$ cat config.mk
export PLATFORM = sky130hd
export DESIGN_NAME = lecr_phase
export DESIGN_NICKNAME = d
export VERILOG_FILES = /design/src/hdl/lecr_pkg.sv /design/src/hdl/lecr_phase.sv
export SDC_FILE = /design/constraint.sdc
export NUM_CORES = 2
export LEC_CHECK = 0
export ABC_AREA = 1
export BUFFER_PORTS_ARGS = -buffer_cell sky130_fd_sc_hd__buf_2
export CORE_MARGIN = 5
export CORE_UTILIZATION = 36
export DETAILED_ROUTE_END_ITERATION = 8
export SYNTH_ARGS = -nofsm -noshare
export SYNTH_HDL_FRONTEND = slang
export SYNTH_SLANG_ARGS = --single-unit
$ cat constraint.sdc
create_clock -name clk -period 12.2 [get_ports clk]
set_clock_uncertainty 0.2 [all_clocks]
set_input_delay 1.22 -clock clk [delete_from_list [all_inputs] [get_ports clk]]
set_output_delay 1.22 -clock clk [all_outputs]
set_load 0.05 [all_outputs]
$ cat src/hdl/lecr_pkg.sv
// ---------------------------------------------------------------------------
// LED effect color renderer package
// Shared types, constants and constant tables for the renderer pipeline.
// ---------------------------------------------------------------------------
package lecr_pkg;

  localparam int COS_TABLE_BITS = 8;
  localparam int COS_SIZE       = 1 << COS_TABLE_BITS;

  localparam int PH_STAGES = 10;
  localparam int SH_STAGES = 5;

  localparam logic [2:0] EFF_OFF      = 3'd0;
  localparam logic [2:0] EFF_SOLID    = 3'd1;
  localparam logic [2:0] EFF_SNAKE    = 3'd2;
  localparam logic [2:0] EFF_RAINBOW  = 3'd3;
  localparam logic [2:0] EFF_BREATH   = 3'd4;
  localparam logic [2:0] EFF_GRADIENT = 3'd5;
  localparam logic [2:0] EFF_SHALLOW  = 3'd6;

  localparam logic [19:0] MOD_C  = 20'd1020000;
  localparam logic [20:0] REC_C  = 21'((64'd1 << 40) / 64'd1020000);
  localparam logic [28:0] REC_P  = 29'((64'd1 << 48) / 64'd1020000);

  localparam logic [15:0] SNAKE_W     = 16'd19661;
  localparam logic [7:0]  SNAKE_FLOOR = 8'd10;

  localparam logic [1:0] DSEL_SNAKE   = 2'd0;
  localparam logic [1:0] DSEL_BREATH  = 2'd1;
  localparam logic [1:0] DSEL_SHALLOW = 2'd2;

  localparam logic [17:0] DIV_SNAKE   = 18'd19661;
  localparam logic [17:0] DIV_BREATH  = 18'd65534;
  localparam logic [17:0] DIV_SHALLOW = 18'd131068;
  localparam logic [25:0] REC_SNAKE   = 26'((64'd1 << 40) / 64'd19661);
  localparam logic [25:0] REC_BREATH  = 26'((64'd1 << 40) / 64'd65534);
  localparam logic [25:0] REC_SHALLOW = 26'((64'd1 << 40) / 64'd131068);

  typedef struct packed {
    logic [23:0] color;
    logic [7:0]  bright;
    logic [2:0]  effect;
    logic [7:0]  pos8;
  } item_t;

  typedef logic signed [15:0] cos_tab_t [COS_SIZE];
  typedef logic [15:0] grad_tab_t [256];

  function automatic logic [15:0] cos_quarter(input logic [63:0] x);
    logic [63:0] x2;
    logic [63:0] term;
    logic signed [63:0] sum;
    logic [63:0] prod;
    x2   = (x * x) >> 30;
    term = 64'd1 << 30;
    sum  = 64'sd1 << 30;
    for (int n = 1; n <= 8; n++) begin
      term = ((term * x2) >> 30) / 64'((2 * n - 1) * (2 * n));
      if (n % 2 == 1) begin
        sum = sum - $signed(term);
      end else begin
        sum = sum + $signed(term);
      end
    end
    if (sum < 0) begin
      sum = 0;
    end
    if (sum > (64'sd1 << 30)) begin
      sum = 64'sd1 << 30;
    end
    prod = ($unsigned(sum) * 64'd32767 + (64'd1 << 29)) >> 30;
    return prod[15:0];
  endfunction

  function automatic cos_tab_t make_cos_tab();
    cos_tab_t tab;
    int quarter;
    int q;
    int r;
    int j;
    logic [15:0] v;
    quarter = 1 << (COS_TABLE_BITS - 2);
    for (int k = 0; k < COS_SIZE; k++) begin
      q = (k >> (COS_TABLE_BITS - 2)) & 3;
      r = k & (quarter - 1);
      j = (q % 2 == 1) ? quarter - r : r;
      v = cos_quarter((64'(j) * 64'd6746518852) >> COS_TABLE_BITS);
      tab[k] = (q == 1 || q == 2) ? -$signed(v) : $signed(v);
    end
    return tab;
  endfunction

  function automatic grad_tab_t make_grad_tab();
    grad_tab_t tab;
    int t;
    for (int i = 0; i < 256; i++) begin
      t = (i * 29491) / 255;
      tab[i] = 16'(t);
    end
    return tab;
  endfunction

  localparam cos_tab_t  COS_TAB  = make_cos_tab();
  localparam grad_tab_t GRAD_TAB = make_grad_tab();

  // Exact floor(x / 255) for any product of two 8-bit values.
  function automatic logic [7:0] div255(input logic [15:0] x);
    logic [16:0] s;
    s = 17'(x) + 17'd1 + 17'(x[15:8]);
    return s[15:8];
  endfunction

endpackage

$ cat src/hdl/lecr_phase.sv
// ---------------------------------------------------------------------------
// LED effect phase pipeline
// Reduces time times rate modulo one period and scales it to a Q0.16 phase.
// ---------------------------------------------------------------------------
module lecr_phase import lecr_pkg::*; (
  input  logic        clk,
  input  logic        rst,
  input  logic        adv,
  input  logic        in_valid,
  input  item_t       item_in,
  input  logic [31:0] time_ms,
  input  logic [7:0]  speed,
  output logic        out_valid,
  output item_t       item_out,
  output logic [15:0] phase
);

  logic [PH_STAGES-1:0] v;
  item_t it [PH_STAGES];

  logic [31:0] t1, t2;
  logic [10:0] m1, m2, m3;
  logic [12:0] q1;
  logic [31:0] qc1;
  logic [19:0] r1;
  logic [30:0] p4, p5, p6;
  logic [11:0] q5;
  logic [30:0] qc6;
  logic [19:0] n7, n8, n9;
  logic [15:0] q8, q9;
  logic [35:0] qc9;
  logic [15:0] ph;

  logic [52:0] prod1;
  logic [32:0] prod2;
  logic [31:0] r3;
  logic [51:0] prod5;
  logic [31:0] prod6;
  logic [30:0] r7;
  logic [48:0] prod8;
  logic [35:0] rem10;

  always_comb begin
    prod1 = 53'(time_ms) * 53'(REC_C);
    prod2 = 33'(q1) * 33'(MOD_C);
    r3    = t2 - qc1;
    prod5 = 52'(p4) * 52'(REC_C);
    prod6 = 32'(q5) * 32'(MOD_C);
    r7    = p6 - qc6;
    prod8 = 49'(n7) * 49'(REC_P);
    rem10 = {n9, 16'd0} - qc9;
  end

  always_ff @(posedge clk) begin
    if (rst) begin
      v <= '0;
    end else if (adv) begin
      v <= {v[PH_STAGES-2:0], in_valid};
    end
  end

  always_ff @(posedge clk) begin
    if (adv) begin
      it[0] <= item_in;
      for (int i = 1; i < PH_STAGES; i++) begin
        it[i] <= it[i-1];
      end
      t1  <= time_ms;
      m1  <= 11'd255 + 11'(speed) * 11'd7;
      q1  <= prod1[52:40];
      t2  <= t1;
      m2  <= m1;
      qc1 <= prod2[31:0];
      m3  <= m2;
      r1  <= (r3[20:0] >= 21'(MOD_C)) ? 20'(r3[20:0] - 21'(MOD_C)) : r3[19:0];
      p4  <= 31'(r1) * 31'(m3);
      p5  <= p4;
      q5  <= prod5[51:40];
      p6  <= p5;
      qc6 <= prod6[30:0];
      n7  <= (r7[20:0] >= 21'(MOD_C)) ? 20'(r7[20:0] - 21'(MOD_C)) : r7[19:0];
      n8  <= n7;
      q8  <= prod8[47:32];
      n9  <= n8;
      q9  <= q8;
      qc9 <= 36'(q8) * 36'(MOD_C);
      ph  <= (rem10 >= 36'(MOD_C)) ? q9 + 16'd1 : q9;
    end
  end

  assign out_valid = v[PH_STAGES-1];
  assign item_out  = it[PH_STAGES-1];
  assign phase     = ph;

endmodule

# Yosys cells after proc, flatten, opt, wreduce, memory -nomap -nowiden
# Memory sizes are Yosys's and may differ from the RTL's.
# Index checks and enable logic that the tools add are counted.
word_totals:
  register_bits: 374
  ramBits: 430
  input_bits: 87
  out_inout_bits: 60
  memories: 1
classes:
  addsub: 7
  multipliers: 8
  order_cmp: 3
  muxes: 5
memory_table:
  columns: ["name", "depth", "width", "rd", "rd_clocked_by_memory_dff", "wr", "line", "rtl"]
  rows:
  - ["it", 10, 43, 10, 0, 10, "lecr_phase.sv:19", "item_t it [PH_STAGES];"]
ops:
  columns: ["cell", "count"]
  rows:
  - ["multiplier 20 x 29 -> 48 bit (second input constant)", 1]
  - ["multiplier 32 x 15 -> 47 bit (second input constant)", 1]
  - ["multiplier 31 x 15 -> 46 bit (second input constant)", 1]
  - [">= comparator 21 x 20 -> 1 bit (second input constant)", 2]
  - ["subtractor 21 bit", 2]
  - ["2-to-1 mux 20 bit", 2]
  - ["subtractor 20 bit (second input constant)", 2]
  - [">= comparator 36 x 20 -> 1 bit (second input constant)", 1]
  - ["subtractor 36 bit", 1]
  - ["multiplier 16 x 15 -> 31 bit (second input constant)", 1]
  - ["multiplier 20 x 11 -> 31 bit", 1]
  - ["adder 16 x 1 -> 16 bit (second input constant)", 1]
  - ["multiplier 12 x 15 -> 16 bit (second input constant)", 1]
  - ["multiplier 13 x 15 -> 16 bit (second input constant)", 1]
  - ["2-to-1 mux 16 bit", 1]
  - ["adder 8 x 11 -> 11 bit (first input constant)", 1]
  - ["multiplier 8 x 3 -> 11 bit (second input constant)", 1]
  - ["2-to-1 mux 1 bit", 2]

# Longest topological paths before layout
logic_depth:
  word_depth: 3
  mapped_depth: 27
  depth_no_buf: 27

# Worst setup path after synthesis
# OpenSTA, ideal clock, no wires.
synth_path:
  path_type: "input-to-reg"
  start: "in time_ms[6]"
  end: "reg q1[11] (data pin)"
  setup_time_ns: 0.258
  t_arrival_ns: 5.401
  t_required_ns: 11.742
  setup_slack_ns: 6.342
  cell_stages: 25
  path_buffers: 0
  path_cell_list: "inv_1 -> fa_1 -> inv_1 -> ha_1 -> inv_1 -> fa_1 -> fa_1 -> inv_1 -> fa_1 -> inv_1 -> fa_1 -> inv_1 -> ha_1 -> nand2_1 -> nor2_1 -> inv_1 -> nor2_1 -> inv_1 -> o21ai_0 -> nand2_1 -> nand3_1 -> nand2_1 -> nand2_1 -> nand2_1 -> xnor2_1"
synth_via:
  elab_chain_cells: 1
synth_rtl:
  columns: ["element", "line", "rtl"]
  rows:
  - ["start: declaration", "lecr_phase.sv:11", "input logic [31:0] time_ms,"]
  - ["multiplier 32 x 15 -> 47 bit", "lecr_phase.sv:44", "prod1 = 53'(time_ms) * 53'(REC_C);"]
  - ["via prod1[51]", "lecr_phase.sv:34", "logic [52:0] prod1;"]
  - ["end signal: assignment", "lecr_phase.sv:70", "q1 <= prod1[52:40];"]
  - ["end: declaration", "lecr_phase.sv:23", "logic [12:0] q1;"]
# The timed path passes the listed nets, and every way through them passes these cells.
# A chain may end at the register's enable or synchronous reset.

# Worst setup path after layout
layout_path:
  start: "reg n7[18]"
  end: "reg q8[14] (data pin)"
layout_via:
  elab_chain_cells: 1
layout_rtl:
  columns: ["element", "line", "rtl"]
  rows:
  - ["start: declaration", "lecr_phase.sv:29", "logic [19:0] n7, n8, n9;"]
  - ["start signal: assignment", "lecr_phase.sv:81", "n7 <= (r7[20:0] >= 21'(MOD_C)) ? 20'(r7[20:0] - 21'(MOD_C)) : r7[19:0];"]
  - ["multiplier 20 x 29 -> 48 bit", "lecr_phase.sv:50", "prod8 = 49'(n7) * 49'(REC_P);"]
  - ["via prod8[46]", "lecr_phase.sv:40", "logic [48:0] prod8;"]
  - ["end signal: assignment", "lecr_phase.sv:83", "q8 <= prod8[47:32];"]
  - ["end: declaration", "lecr_phase.sv:30", "logic [15:0] q8, q9;"]
# The timed path passes the listed nets, and every way through them passes these cells.

==> impl_metrics.env <==
export IMPL_status="completed"
export IMPL_numPlacedInstances=9229
export IMPL_path_clk_slew_ns=0.06
export IMPL_rsz0062_at_grt="no"
export IMPL_final_layout_size_suffix_gt1_share_pct=5.09
export IMPL_startpoint="n7[18]"
export IMPL_crit_chain="inv_1, ha_1, fa_1, fa_1, inv_1, fa_1, fa_1, inv_1, fa_1, inv_1, ha_1, ha_1, nand2_1, nor2_1, inv_1, nor4_1, nand4_1, nand3_1, a21oi_1, xor2_1"
export IMPL_post_drt_via_cell_ratio=4.62
export IMPL_postCtsSetupRepairBufs=0
export IMPL_ys_top_cells_by_count="1,725 x inv_1, 1,002 x nand2_1, 977 x ha_1, 793 x edfxtp_1, 675 x fa_1"
export IMPL_slew_viol_final=0
export IMPL_yosys_register_bits=803
export IMPL_slew_headroom_pct=30.7
export IMPL_setup_viol=0
export IMPL_critPathSlowestCell="edfxtp_1"
export IMPL_max_freq_mhz=149
export IMPL_synth_edff_count=793
export IMPL_htree_levels=3
export IMPL_critPathLaunchType="register"
export IMPL_synth_cells=6631
export IMPL_crit_arrival_ns=6.93
export IMPL_vias=43429
export IMPL_dpl_hpwl_microns=116000
export IMPL_grt_ovfl_total=0
export IMPL_instances_no_fill=9393
export IMPL_hp_class="reg2reg"
export IMPL_place_gp_congestion=0.886
export IMPL_ant_nets=0
export IMPL_nFillCells=18386
export IMPL_r2r_setup_slack_ns=5.48
export IMPL_cts_tree="built"
export IMPL_syn_num_nets=8370
export IMPL_critPathCapture="q8[14]"
export IMPL_finalCriticalPeriod_ns=6.72
export IMPL_wire_per_inst_microns=15.2
export IMPL_port_buffers=146
export IMPL_wirelength_microns=143000
export IMPL_clockBufferDepth=3
export IMPL_synth_top_area_share_pct=34.9
export IMPL_first_iter_violations=2210
export IMPL_regToRegStartpoint="n7[18]"
export IMPL_fp_dieW_microns=445
export IMPL_critPathCaptureType="register"
export IMPL_antenna_found_initial=2
export IMPL_initial_core_util_pct=36.2
export IMPL_drv_cap=0
export IMPL_path_depth=20
export IMPL_core_area_sq_um=188000
export IMPL_syn_area_sq_um=68100
export IMPL_syn_avg_cell_area_sq_um=10.3
export IMPL_postCtsHoldBufs=0
export IMPL_critPathMaxStageDelay_ns=0.79
export IMPL_tightest_slew_ns=1.04
export IMPL_timing_final_crit_share_pct=55.1
export IMPL_synth_area_leaders="edfxtp_1 35%, fa_1 20%, ha_1 18%"
export IMPL_reg2reg_to="q8[14]"
export IMPL_nNetsFinal=8563
export IMPL_critPathTopFamily="adder cells"
export IMPL_yosysSeqAreaShare_pct=35.2
export IMPL_rows=159
export IMPL_tns_ns=0
export IMPL_ioPinCount=147
export IMPL_worst_path_max_fanout=10
export IMPL_area_delta_synth_final_pct=9.96
export IMPL_dieArea_sq_um=198000
export IMPL_grt_max_degree=163
export IMPL_insertion_delay_ns=0.70
export IMPL_cts_resized=0
export IMPL_synth_warnings=0
export IMPL_grt_util_all_layers_pct=14.7
export IMPL_path_buf_inv=5
export IMPL_criticalPathCategory="reg2reg"
export IMPL_final_hold_violation_count=0
export IMPL_die_h_microns=445
export IMPL_synth_most_common_cell="inv_1"
export IMPL_required_ns=12.41
export IMPL_cts_num_sinks=803
export IMPL_synthFlopType="edfxtp_1"
export IMPL_cts_made_buffers=88
export IMPL_grt_pass1_vias=45557
export IMPL_grt_pass1_wl_microns=237000
export IMPL_synth_async_sr_flop_share_pct=0
export IMPL_clockRootBuffer="clkbuf_16"
export IMPL_reg2regPathDepth=20
export IMPL_drc=0
export IMPL_yosys_area_top_type="edfxtp_1"
export IMPL_synth_cell_types=55
export IMPL_firstDrtPassIters=6
-- stage by stage --
step	util [%]	instance area (sq um)	worst slack [ns]	hold slack, ns
5_1_grt	39.9	74900	5.17	0.183
3_3_place_gp	38.2	71900	5.61	0.200
4_1_cts	39.9	74900	5.51	0.176
2_1_floorplan	-	68100	6.34	0.200
6_report	39.9	74900	5.48	0.179
3_5_place_dp	38.2	71900	5.52	0.205
-- worst reg2reg max path, cell delays in order (launching register included) --
cell      delay (ns)
edfxtp_1        0.79
inv_1           0.11
ha_1            0.38
fa_1            0.52
fa_1            0.55
inv_1           0.06
fa_1            0.55
fa_1            0.56
inv_1           0.06
fa_1            0.53
inv_1           0.05
ha_1            0.28
ha_1            0.36
nand2_1         0.11
nor2_1          0.11
inv_1           0.08
nor4_1          0.42
nand4_1         0.19
nand3_1         0.25
a21oi_1         0.14
xor2_1          0.16
-- sequential cells by signal, summed over array words and instances (netlist names), 20 cells and up --
| register | count |
|---|---|
| it | 430 |
| t2 | 21 |
| p4 | 31 |
| r1 | 20 |
| t1 | 21 |
| qc9 | 30 |
| p5 | 21 |
| n8 | 20 |
| p6 | 21 |
| n7 | 20 |
| n9 | 20 |
-- worst min-delay path by stage --
stage              start         to  slack (ns)  cells past startpoint
3_3_place_gp      n8[13]     n9[13]        0.20                      0
2_1_floorplan   it[0][0]   it[1][0]        0.20                      0
6_report       it[1][27]  it[2][27]        0.18                      0
3_5_place_dp   it[0][10]  it[1][10]        0.20                      0
5_1_grt            p5[0]      p6[0]        0.18                      0
4_1_cts        it[1][27]  it[2][27]        0.18                      0
-- area by class of cell --
type                            instances  area, sq um  area share, %
Timing Repair Buffer                  157          861           1.15
Sequential cell                       803        24000           32.0
Clock buffer                          101         2260           3.02
Antenna cell                            1         2.50        0.00334
Tap cell                             2495         3120           4.17
Inverter                             1733         6500           8.68
Multi-Input combinational cell       4041        37400           49.9
Clock inverter                         62          774           1.03
-- kinds of logic after synthesis --
| kind of cell | after synthesis | synth area share (%) |
|---|---|---|
| buffers and inverters | 1787 | 9.89 |
| adders and majority gates | 1652 | 37.8 |
| and+or+nand+nor | 1619 | 9.84 |
| DFF | 803 | 35.2 |
| AOI/OAI and AO/OA | 572 | 4.68 |
| xor gates and xnor gates | 198 | 2.58 |
-- layout by cell type, fill, tap and decap left out, types with 6 or more instances in the layout --
cell type  netlist  final
edfxtp_1       793    793
bufinv_16        0     11
xnor2_1         67     67
buf_2            4    145
nor4_1          16     16
nor2_2          12     12
a21o_1          30     30
clkinv_1         1     11
a31oi_1         44     44
a21oi_1        276    276
nor3_1          33     33
clkinv_4         0      7
ha_1           977    977
nor2_1         291    291
clkbuf_16        0     88
o21bai_1        13     13
nand3_1        176    176
fa_1           675    675
and3_1           7      7
o21a_1           9      9
o21ai_0        150    150
clkinv_2         0     17
o211ai_1        10     10
nand3b_1        14     14
a21boi_0        11     11
xor2_1         128    128
inv_2            7      7
inv_6            0      6
clkbuf_1        45     12
dfxtp_1         10     10
nand4_1         35     35
inv_1         1725   1725
nand2_2         14     14
nand2_1       1002   1002
buf_4            1      8
-- layer usage --
metal | part of all wire [%] | vias up | GRT usage [%]
met3 | 3.7 | 178 | 1.85
met4 | 2.1 | 0 | 3.19
met2 | 49 | 690 | 25.6
met1 | 45 | 21122 | 19.8
li1 | - | 21439 | -
met5 | 0 | - | 0
Power is left out: the tool's default activity adds up to more than one toggle a clock period on the data nets, which glitch-free logic cannot reach.
