### config.mk
export PLATFORM = sky130hd
export DESIGN_NAME = lecr_shade
export DESIGN_NICKNAME = d
export VERILOG_FILES = /design/src/hdl/lecr_pkg.sv /design/src/hdl/lecr_shade.sv
export SDC_FILE = /design/constraint.sdc
export NUM_CORES = 2
export LEC_CHECK = 0
export CORE_ASPECT_RATIO = 0.5
export CORE_MARGIN = 2
export CORE_UTILIZATION = 56
export DETAILED_ROUTE_END_ITERATION = 7
export DONT_BUFFER_PORTS = 1
export GPL_TIMING_DRIVEN = 0
export PLACE_DENSITY_LB_ADDON = 0.15
export SYNTH_ARGS = -nofsm -noshare
export SYNTH_HDL_FRONTEND = slang
export SYNTH_SLANG_ARGS = --single-unit
### constraint.sdc
create_clock -name clk -period 20.3 [get_ports clk]
set_input_delay 2.03 -clock clk [delete_from_list [all_inputs] [get_ports clk]]
set_output_delay 2.03 -clock clk [all_outputs]
set_load 0.005 [all_outputs]
### src/hdl/lecr_pkg.sv
// ---------------------------------------------------------------------------
// LED effect color renderer package
// Shared types, constants and constant tables for the renderer pipeline.
// ---------------------------------------------------------------------------
package lecr_pkg;

  localparam int COS_TABLE_BITS = 8;
  localparam int COS_SIZE       = 1 << COS_TABLE_BITS;

  localparam int PH_STAGES = 10;
  localparam int SH_STAGES = 5;

  localparam logic [2:0] EFF_OFF      = 3'd0;
  localparam logic [2:0] EFF_SOLID    = 3'd1;
  localparam logic [2:0] EFF_SNAKE    = 3'd2;
  localparam logic [2:0] EFF_RAINBOW  = 3'd3;
  localparam logic [2:0] EFF_BREATH   = 3'd4;
  localparam logic [2:0] EFF_GRADIENT = 3'd5;
  localparam logic [2:0] EFF_SHALLOW  = 3'd6;

  localparam logic [19:0] MOD_C  = 20'd1020000;
  localparam logic [20:0] REC_C  = 21'((64'd1 << 40) / 64'd1020000);
  localparam logic [28:0] REC_P  = 29'((64'd1 << 48) / 64'd1020000);

  localparam logic [15:0] SNAKE_W     = 16'd19661;
  localparam logic [7:0]  SNAKE_FLOOR = 8'd10;

  localparam logic [1:0] DSEL_SNAKE   = 2'd0;
  localparam logic [1:0] DSEL_BREATH  = 2'd1;
  localparam logic [1:0] DSEL_SHALLOW = 2'd2;

  localparam logic [17:0] DIV_SNAKE   = 18'd19661;
  localparam logic [17:0] DIV_BREATH  = 18'd65534;
  localparam logic [17:0] DIV_SHALLOW = 18'd131068;
  localparam logic [25:0] REC_SNAKE   = 26'((64'd1 << 40) / 64'd19661);
  localparam logic [25:0] REC_BREATH  = 26'((64'd1 << 40) / 64'd65534);
  localparam logic [25:0] REC_SHALLOW = 26'((64'd1 << 40) / 64'd131068);

  typedef struct packed {
    logic [23:0] color;
    logic [7:0]  bright;
    logic [2:0]  effect;
    logic [7:0]  pos8;
  } item_t;

  typedef logic signed [15:0] cos_tab_t [COS_SIZE];
  typedef logic [15:0] grad_tab_t [256];

  function automatic logic [15:0] cos_quarter(input logic [63:0] x);
    logic [63:0] x2;
    logic [63:0] term;
    logic signed [63:0] sum;
    logic [63:0] prod;
    x2   = (x * x) >> 30;
    term = 64'd1 << 30;
    sum  = 64'sd1 << 30;
    for (int n = 1; n <= 8; n++) begin
      term = ((term * x2) >> 30) / 64'((2 * n - 1) * (2 * n));
      if (n % 2 == 1) begin
        sum = sum - $signed(term);
      end else begin
        sum = sum + $signed(term);
      end
    end
    if (sum < 0) begin
      sum = 0;
    end
    if (sum > (64'sd1 << 30)) begin
      sum = 64'sd1 << 30;
    end
    prod = ($unsigned(sum) * 64'd32767 + (64'd1 << 29)) >> 30;
    return prod[15:0];
  endfunction

  function automatic cos_tab_t make_cos_tab();
    cos_tab_t tab;
    int quarter;
    int q;
    int r;
    int j;
    logic [15:0] v;
    quarter = 1 << (COS_TABLE_BITS - 2);
    for (int k = 0; k < COS_SIZE; k++) begin
      q = (k >> (COS_TABLE_BITS - 2)) & 3;
      r = k & (quarter - 1);
      j = (q % 2 == 1) ? quarter - r : r;
      v = cos_quarter((64'(j) * 64'd6746518852) >> COS_TABLE_BITS);
      tab[k] = (q == 1 || q == 2) ? -$signed(v) : $signed(v);
    end
    return tab;
  endfunction

  function automatic grad_tab_t make_grad_tab();
    grad_tab_t tab;
    int t;
    for (int i = 0; i < 256; i++) begin
      t = (i * 29491) / 255;
      tab[i] = 16'(t);
    end
    return tab;
  endfunction

  localparam cos_tab_t  COS_TAB  = make_cos_tab();
  localparam grad_tab_t GRAD_TAB = make_grad_tab();

  // Exact floor(x / 255) for any product of two 8-bit values.
  function automatic logic [7:0] div255(input logic [15:0] x);
    logic [16:0] s;
    s = 17'(x) + 17'd1 + 17'(x[15:8]);
    return s[15:8];
  endfunction

endpackage

### src/hdl/lecr_shade.sv
// ---------------------------------------------------------------------------
// LED effect shading pipeline
// Forms the effect pulse or hue from the phase, or the gradient blend from the position, and scales the color.
// ---------------------------------------------------------------------------
module lecr_shade import lecr_pkg::*; (
  input  logic        clk,
  input  logic        rst,
  input  logic        adv,
  input  logic        in_valid,
  input  item_t       item_in,
  input  logic [15:0] phase,
  output logic        out_valid,
  output logic [23:0] out_color
);

  logic [SH_STAGES-1:0] v;
  item_t it [SH_STAGES];

  logic [24:0] num1, num2, num3;
  logic [1:0]  dsel1, dsel2, dsel3;
  logic        far1, far2, far3;
  logic [2:0]  sec1, sec2;
  logic [15:0] f1;
  logic [23:0] mx1, mx2, mx3;
  logic [7:0]  qe2, qe3;
  logic [7:0]  tt2, qq2;
  logic [24:0] qd3;
  logic [23:0] rb3, rb4;
  logic [23:0] col4;
  logic [7:0]  e4;
  logic        byp4, zero4;
  logic [23:0] res;

  logic [15:0] pos, d, dm, a;
  logic [16:0] dw, na;
  logic [17:0] x1;
  logic [1:0]  ds;
  logic signed [17:0] cext, bx, sx;
  logic [15:0] hue;
  logic [18:0] scaled;
  logic [25:0] rec;
  logic [50:0] prod2;
  logic [23:0] tp;
  logic [24:0] qp;
  logic [17:0] dv3, dv4;
  logic [24:0] rem4;
  logic [7:0]  pulse;
  logic [7:0]  ep;
  logic [24:0] mr, mg, mb;

  always_comb begin
    pos  = {item_in.pos8, item_in.pos8};
    d    = (pos >= phase) ? pos - phase : phase - pos;
    dw   = 17'h10000 - 17'(d);
    dm   = (dw < 17'(d)) ? dw[15:0] : d;
    cext = 18'(COS_TAB[phase[15 -: COS_TABLE_BITS]]);
    bx   = 18'sd32767 - cext;
    sx   = 18'sd98301 - cext;
    case (item_in.effect)
      EFF_SNAKE: begin
        x1 = (dm < SNAKE_W) ? 18'(SNAKE_W - dm) : 18'd0;
        ds = DSEL_SNAKE;
      end
      EFF_BREATH: begin
        x1 = $unsigned(bx);
        ds = DSEL_BREATH;
      end
      EFF_SHALLOW: begin
        x1 = $unsigned(sx);
        ds = DSEL_SHALLOW;
      end
      default: begin
        x1 = 18'd0;
        ds = DSEL_SNAKE;
      end
    endcase
    hue    = phase + pos;
    scaled = 19'(hue) * 19'd6;
    a      = GRAD_TAB[item_in.pos8];
    na     = 17'h10000 - 17'(a);
    mr     = 25'(item_in.color[23:16]) * 25'(na) + 25'(a) * 25'd255;
    mg     = 25'(item_in.color[15:8]) * 25'(na) + 25'(a) * 25'd255;
    mb     = 25'(item_in.color[7:0]) * 25'(na) + 25'(a) * 25'd255;
  end

  always_comb begin
    case (dsel1)
      DSEL_SNAKE:  rec = REC_SNAKE;
      DSEL_BREATH: rec = REC_BREATH;
      default:     rec = REC_SHALLOW;
    endcase
    prod2 = 51'(num1) * 51'(rec);
    tp    = 24'(it[0].bright) * 24'(f1);
    qp    = 25'(it[0].bright) * 25'(17'h10000 - 17'(f1));
    case (dsel2)
      DSEL_SNAKE:  dv3 = DIV_SNAKE;
      DSEL_BREATH: dv3 = DIV_BREATH;
      default:     dv3 = DIV_SHALLOW;
    endcase
    case (dsel3)
      DSEL_SNAKE:  dv4 = DIV_SNAKE;
      DSEL_BREATH: dv4 = DIV_BREATH;
      default:     dv4 = DIV_SHALLOW;
    endcase
    rem4 = num3 - qd3;
    if (far3) begin
      pulse = SNAKE_FLOOR;
    end else if (rem4 >= 25'(dv4)) begin
      pulse = qe3 + 8'd1;
    end else begin
      pulse = qe3;
    end
    ep = div255(16'(it[2].bright) * 16'(pulse));
    res = {div255(16'(col4[23:16]) * 16'(e4)),
           div255(16'(col4[15:8]) * 16'(e4)),
           div255(16'(col4[7:0]) * 16'(e4))};
  end

  always_ff @(posedge clk) begin
    if (rst) begin
      v <= '0;
    end else if (adv) begin
      v <= {v[SH_STAGES-2:0], in_valid};
    end
  end

  always_ff @(posedge clk) begin
    if (adv) begin
      it[0] <= item_in;
      for (int i = 1; i < SH_STAGES; i++) begin
        it[i] <= it[i-1];
      end
      num1  <= 25'(x1) * 25'd255;
      dsel1 <= ds;
      far1  <= (item_in.effect == EFF_SNAKE) && (dm >= SNAKE_W);
      sec1  <= scaled[18:16];
      f1    <= scaled[15:0];
      mx1   <= {mr[23:16], mg[23:16], mb[23:16]};

      qe2   <= prod2[47:40];
      num2  <= num1;
      dsel2 <= dsel1;
      far2  <= far1;
      sec2  <= sec1;
      tt2   <= tp[23:16];
      qq2   <= qp[23:16];
      mx2   <= mx1;

      qd3   <= 25'(qe2) * 25'(dv3);
      qe3   <= qe2;
      num3  <= num2;
      dsel3 <= dsel2;
      far3  <= far2;
      mx3   <= mx2;
      case (sec2)
        3'd0:    rb3 <= {it[1].bright, tt2, 8'd0};
        3'd1:    rb3 <= {qq2, it[1].bright, 8'd0};
        3'd2:    rb3 <= {8'd0, it[1].bright, tt2};
        3'd3:    rb3 <= {8'd0, qq2, it[1].bright};
        3'd4:    rb3 <= {tt2, 8'd0, it[1].bright};
        default: rb3 <= {it[1].bright, 8'd0, qq2};
      endcase

      rb4   <= rb3;
      zero4 <= (it[2].effect == EFF_OFF) || (it[2].bright == 8'd0);
      case (it[2].effect)
        EFF_SNAKE, EFF_BREATH, EFF_SHALLOW: begin
          col4 <= it[2].color;
          e4   <= ep;
          byp4 <= 1'b0;
        end
        EFF_RAINBOW: begin
          col4 <= it[2].color;
          e4   <= it[2].bright;
          byp4 <= 1'b1;
        end
        EFF_GRADIENT: begin
          col4 <= mx3;
          e4   <= it[2].bright;
          byp4 <= 1'b0;
        end
        default: begin
          col4 <= it[2].color;
          e4   <= it[2].bright;
          byp4 <= 1'b0;
        end
      endcase

      if (zero4) begin
        out_color <= 24'd0;
      end else if (byp4) begin
        out_color <= rb4;
      end else begin
        out_color <= res;
      end
    end
  end

  assign out_valid = v[SH_STAGES-1];

endmodule

# Word-level counts from Yosys, hierarchy flattened
# Memories as Yosys holds them, arrays and structs flattened.
# Index checks and enable logic that the tools add are counted.
# op_classes
n_addsub,22
mul,14
n_div,0
magnitude_cmp,7
eq_ne,15
shifts,0
mux,21
bitwise_logic,2
reduce_logical,9
# op_table
operator,count
one-hot mux 24 bit (5 select lines),1
two-way mux 16 bit,6
adder 24 bit,3
multiplier 8 x 17 -> 24 bit,3
one-hot mux 17 bit (2 select lines),2
adder 16 x 1 -> 16 bit (second input constant),4
adder 16 x 8 -> 16 bit,4
multiplier 8 x 8 -> 16 bit,4
one-hot mux 18 bit (3 select lines),1
one-hot mux 26 bit (2 select lines),1
multiplier 25 x 26 -> 48 bit,1
two-way mux 24 bit,2
subtractor 17 x 16 -> 17 bit (first input constant),2
subtractor 16 bit,2
>= comparator 25 x 18 -> 1 bit,1
multiplier 18 x 8 -> 25 bit (second input constant),1
multiplier 8 x 18 -> 25 bit,1
subtractor 25 bit,1
multiplier 16 x 8 -> 24 bit (second input constant),1
multiplier 9 x 18 -> 24 bit,1
two-way mux 8 bit,3
multiplier 8 x 15 -> 23 bit,1
equality test 3 bit (second input constant),6
>= comparator 9 bit (second input constant),2
24 further kinds,36
# word_totals
regBits,345
latch_bits,0
ramBits,215
rom_bits,8192
inputBits,63
word_cells,121
n_memories,3
# memory_table
name,words,width,read_ports,rd_ports_with_merged_regs,write_ports,line,text
(no name shown),256,16,1,0,0,lecr_shade.sv:79,a = GRAD_TAB[item_in.pos8];
(no name shown),256,16,1,0,0,lecr_shade.sv:56,cext = 18'(COS_TAB[phase[15 -: COS_TABLE_BITS]]);
it,5,43,4,0,5,lecr_shade.sv:17,item_t it [SH_STAGES];

# Logic depth before layout (Yosys ltp)
# depth
word_depth,9
depth_mapped,63
depth_no_buf,55

# Worst setup path after synthesis
# Ideal clock, no wire load.
# synth_path
kind,input -> register
startpoint,in item_in[3] in the netlist's numbering
endpoint,"reg num1[23], data pin"
setup_time_ps,158
t_arrival_ps,14666
required_time_ps,20142
path_slack_ps,5477
cell_stages,59
path_buffers,7
cell_sequence,inv_1 clkbuf_1 clkbuf_1 buf_1 ha_1 and2_1 a221o_1 o2111a_2 nor3_4 buf_6 mux2i_1 nand3_1 nor2_1 nand3_1 nor4b_1 nand3_1 nand3b_1 ha_1 (+23 left out) fa_1 inv_1 ha_1 o21ai_0 a21boi_0 o21ai_0 a21boi_0 o21ai_0 a21boi_0 o21ai_0 a21boi_0 o21ai_0 a21boi_0 o21ai_0 a21oi_1 o41ai_1 or4b_2 o211ai_1
# synth_between
elab_chain_cells,9
word_cells_on_any_way,12
classes_between,add/sub (4); mul (1); order compare (3); mux (4)
# synth_rtl
element,line,text
from (decl),lecr_shade.sv:10,"input item_t item_in,"
subtractor 16 bit / >= comparator 16 bit (equally long branches),lecr_shade.sv:53,d = (pos >= phase) ? pos - phase : phase - pos;
two-way mux 16 bit (*),lecr_shade.sv:53,
subtractor 17 x 16 -> 17 bit,lecr_shade.sv:54,dw = 17'h10000 - 17'(d);
< comparator 17 x 16 -> 1 bit,lecr_shade.sv:55,dm = (dw < 17'(d)) ? dw[15:0] : d;
two-way mux 16 bit (*),lecr_shade.sv:55,
subtractor 15 x 16 -> 17 bit / < comparator 16 x 15 -> 1 bit (equally long branches),lecr_shade.sv:61,x1 = (dm < SNAKE_W) ? 18'(SNAKE_W - dm) : 18'd0;
two-way mux 18 bit (*),lecr_shade.sv:61,
one-hot mux 18 bit (3 select lines) (*),lecr_shade.sv:59,case (item_in.effect)
multiplier 18 x 8 -> 25 bit (*),lecr_shade.sv:133,num1 <= 25'(x1) * 25'd255;
to (signal assigned),lecr_shade.sv:133,
to (decl),lecr_shade.sv:19,"logic [24:0] num1, num2, num3;"
# Every way passes the cells marked *; elsewhere a longest branch is shown, timed or not.
# A chain may end at the register's enable or synchronous reset.

# Final worst setup path
# Same ends and word-level chain as after synthesis.

==> results by group <==
Status
  – Run status: finished, final reports clean

Route
  – DR pass1 iterations: 6
  – Remaining DRCs: 0
  – Final wirelength: 225000 um
  – Via count: 59200
  – Avg WL per Cell: 22.0 um
  – DRT iter0 DRCs: 5361
  – Post-DRT Antenna Nets: 0
  – Vias per cell: 5.79

Clock tree
  – Post-CTS setup buffers: 0
  – Post_cts resized: 0
  – CTS tree: built
  – CTS sink count: 450
  – Clk Latency, worst-skew pair: 620 ps
  – Clock tree buffer depth: 3
  – CTS buffer count: 49
  – Root buffer cell: clkbuf_16
  – Hold buffers post-CTS: 0
  – Htree depth: 2
  – Reg clk slew, reported paths: 80 ps

Placement
  – Count of buffers from port buffering: 0
  – Placer Congestion: 1.03
  – Final HPWL DP: 182000 um
  – Place WS: 2140 ps
  – Dpl cells: 10100

Logic synthesis
  – XOR/XNOR share of the synthesized area: 3.64%
  – Top-area cell type share of the netlist area: 28.1%
  – Cells after Synth: 8263
  – Sequential fraction of the synthesis area: 17.3%
  – Main synth FF type: edfxtp_1
  – Commonest cells post-synth: 1560 x inv_1, 1089 x fa_1, 951 x ha_1, 776 x nand2_1, 481 x and2_1
  – Yosys Warn Count: 0
  – Adder-cell share of the synthesized area: 43.4%
  – Post-synthesis mux area share: 1.84%
  – Post-synth ARST share: 0%
  – Main combinational cell family by area after synthesis: adder cells
  – Syn Nets: 10400
  – Area leader, netlist: fa_1
  – Compound-Gate Fraction of Synth Area: 11.2%
  – Post-Synthesis Cell Area: 77600 um2
  – Yosys reg bits: 450
  – Simple-gate area share of the yosys netlist: 13.3%
  – Synth cell types: 105
  – Top-count cell post-synth: inv_1
  – Avg Inst Size Synth: 9.40 um2
  – Synth area leaders: fa_1 28%, edfxtp_1 17%, ha_1 15%
  – Post-synth EDFFs: 445

Floorplan
  – Die W: 531 um
  – # IOs: 88
  – Row Count: 96
  – Initial Util: 56.5%
  – Die area: 142000 um2
  – Core Footprint: 137000 um2
  – Chip Height: 267 um

Worst setup path
  – R2R cell count: 51
  – Critical path capture point type: register
  – Critical path class: in -> reg
  – Crit Path Max Fanout: 13
  – Reg-to-reg critical path startpoint: num3[0]
  – CP max stage cell: buf_1
  – CP startpoint kind: primary input
  – Most used cell, CP: o21ai_0
  – CP arrival: 18460 ps
  – Worst reg2reg endpoint: e4[7]
  – CP max stage delay: 1120 ps
  – Worst Path Required: 20730 ps
  – Setup slack, reg-to-reg: 8210 ps

Final layout
  – Final core occ: 59.4%
  – Area Overhead vs Synth: 5.12%
  – Nets: 10400
  – Area of the multi-input gates: 57000 um2
  – Share of post-route cells with drive strength above 1: 2.44%
  – Register area: 13500 um2
  – Filler-free cell count of the finished design: 10200
  – Fill count: 12300

Global routing
  – Global route total overflow: 0
  – GR Util met1: 45.3%
  – Grt met2 use: 51.0%
  – Largest net degree at the start of global routing: 447
  – Initial antenna violation count: 13
  – First-pass GRT wire length: 353000 um
  – Busiest grt layer: met2
  – M3 GR Usage: 5.93%
  – Total track usage: 32.3%
  – Vias in the first global route: 60900

STA
  – Slew headroom: 3.91%
  – Final Skew: 35.0 ps
  – Final Max Slew Viols: 0
  – Count of final hold-check violations: 0
  – Period utilization: 88.8%
  – RSZ-0062 raised after global routing: no
  – Worst Slack Setup Final: 2270 ps
  – Setup violations, final: 0
  – Worst Tran Pin Value: 1440 ps
  – Final min period: 18030 ps
  – Setup_tns: 0 ps
  – Max Clk Rate: 55.5 MHz

Worst hold path
  – Worst hold stages: 0
  – Hold Path End: it[0][79]
  – Beginning of the worst hold path: it[0][36]
  – Type of the worst min-delay path: reg -> reg

Flow run
  – Max Cap Viol: 0
worst max-delay path: cells and delay by family:
kind | cells | cell delay [ps]
muxes | 2 | 810
buffers and inverters | 12 | 3740
xor gates and xnor gates | 1 | 190
AOI/OAI and AO/OA | 23 | 5350
and+or+nand+nor | 13 | 3330
adders and majority gates | 8 | 2970
cell type report:
type,count,share of cell area (%)
Timing Repair Buffer,2,0.0276
Inverter,1569,7.22
Clock buffer,56,1.53
Multi-Input combinational cell,5902,69.8
Sequential cell,450,16.5
Antenna cell,1,0.00307
Tap cell,1862,2.85
Buffer,342,1.61
Clock inverter,34,0.446
placed cells by master, fill, tap and decap left out, drive strengths merged, types with 28 or more instances in the layout:
cell type | Yosys | layout
mux2i | 73 | 73
nand2 | 778 | 778
nor3 | 98 | 98
xnor2 | 246 | 246
fa | 1089 | 1089
o21bai | 56 | 56
edfxtp | 445 | 445
a31oi | 54 | 54
o31ai | 28 | 28
buf | 59 | 61
nor2 | 364 | 364
a21oi | 357 | 357
o211ai | 42 | 42
and3 | 52 | 52
xor2 | 71 | 71
clkbuf | 283 | 339
nand3 | 70 | 70
a211oi | 84 | 84
a21o | 70 | 70
inv | 1566 | 1573
nor2b | 77 | 77
o21ai | 268 | 268
ha | 951 | 951
and2 | 482 | 482
mux2 | 28 | 28
o21a | 66 | 66
nand2b | 83 | 83
cells by family after synthesis:
logic type / count (synthesis)
and+or+nand+nor: 2110
adders and majority gates: 2041
buffers and inverters: 1911
AOI/OAI and AO/OA: 1315
DFF: 450
xor gates and xnor gates: 318
muxes: 118
state kept, by name, indices dropped and copies added, names as in the netlist, 25 cells and up:
register  count
num2         25
num3         25
num1         25
qd3          25
it          105
worst max-delay path by stage:
stage	from	end	cells past startpoint
after floorplan	item_in[3]	num1[23]	59
after global routing	item_in[3]	num1[23]	59
after global placement	item_in[3]	num1[23]	59
after CTS	item_in[3]	num1[23]	59
after detailed placement	item_in[3]	num1[23]	59
final	item_in[3]	num1[23]	59
metal layers:
| metal | vias to the layer above | wire length [um] | share of wire, % |
|---|---|---|---|
| li1 | 27000 | - | - |
| met1 | 29300 | 98200 | 44 |
| met2 | 2349 | 99500 | 44 |
| met3 | 492 | 18900 | 8.4 |
| met4 | 6 | 7940 | 3.5 |
| met5 | - | 36 | 0.016 |
per-stage QoR:
| step | hold WS [ps] | cell area (um2) |
|---|---|---|
| 2_1_floorplan | 400 | 77600 |
| 3_3_place_gp | 401 | 80000 |
| 3_5_place_dp | 405 | 80000 |
| 4_1_cts | 410 | 81600 |
| 5_1_grt | 409 | 81600 |
| 6_report | 414 | 81600 |
Power is left out: the tool's default activity adds up to more than one toggle a clock period on the data nets, which glitch-free logic cannot reach.
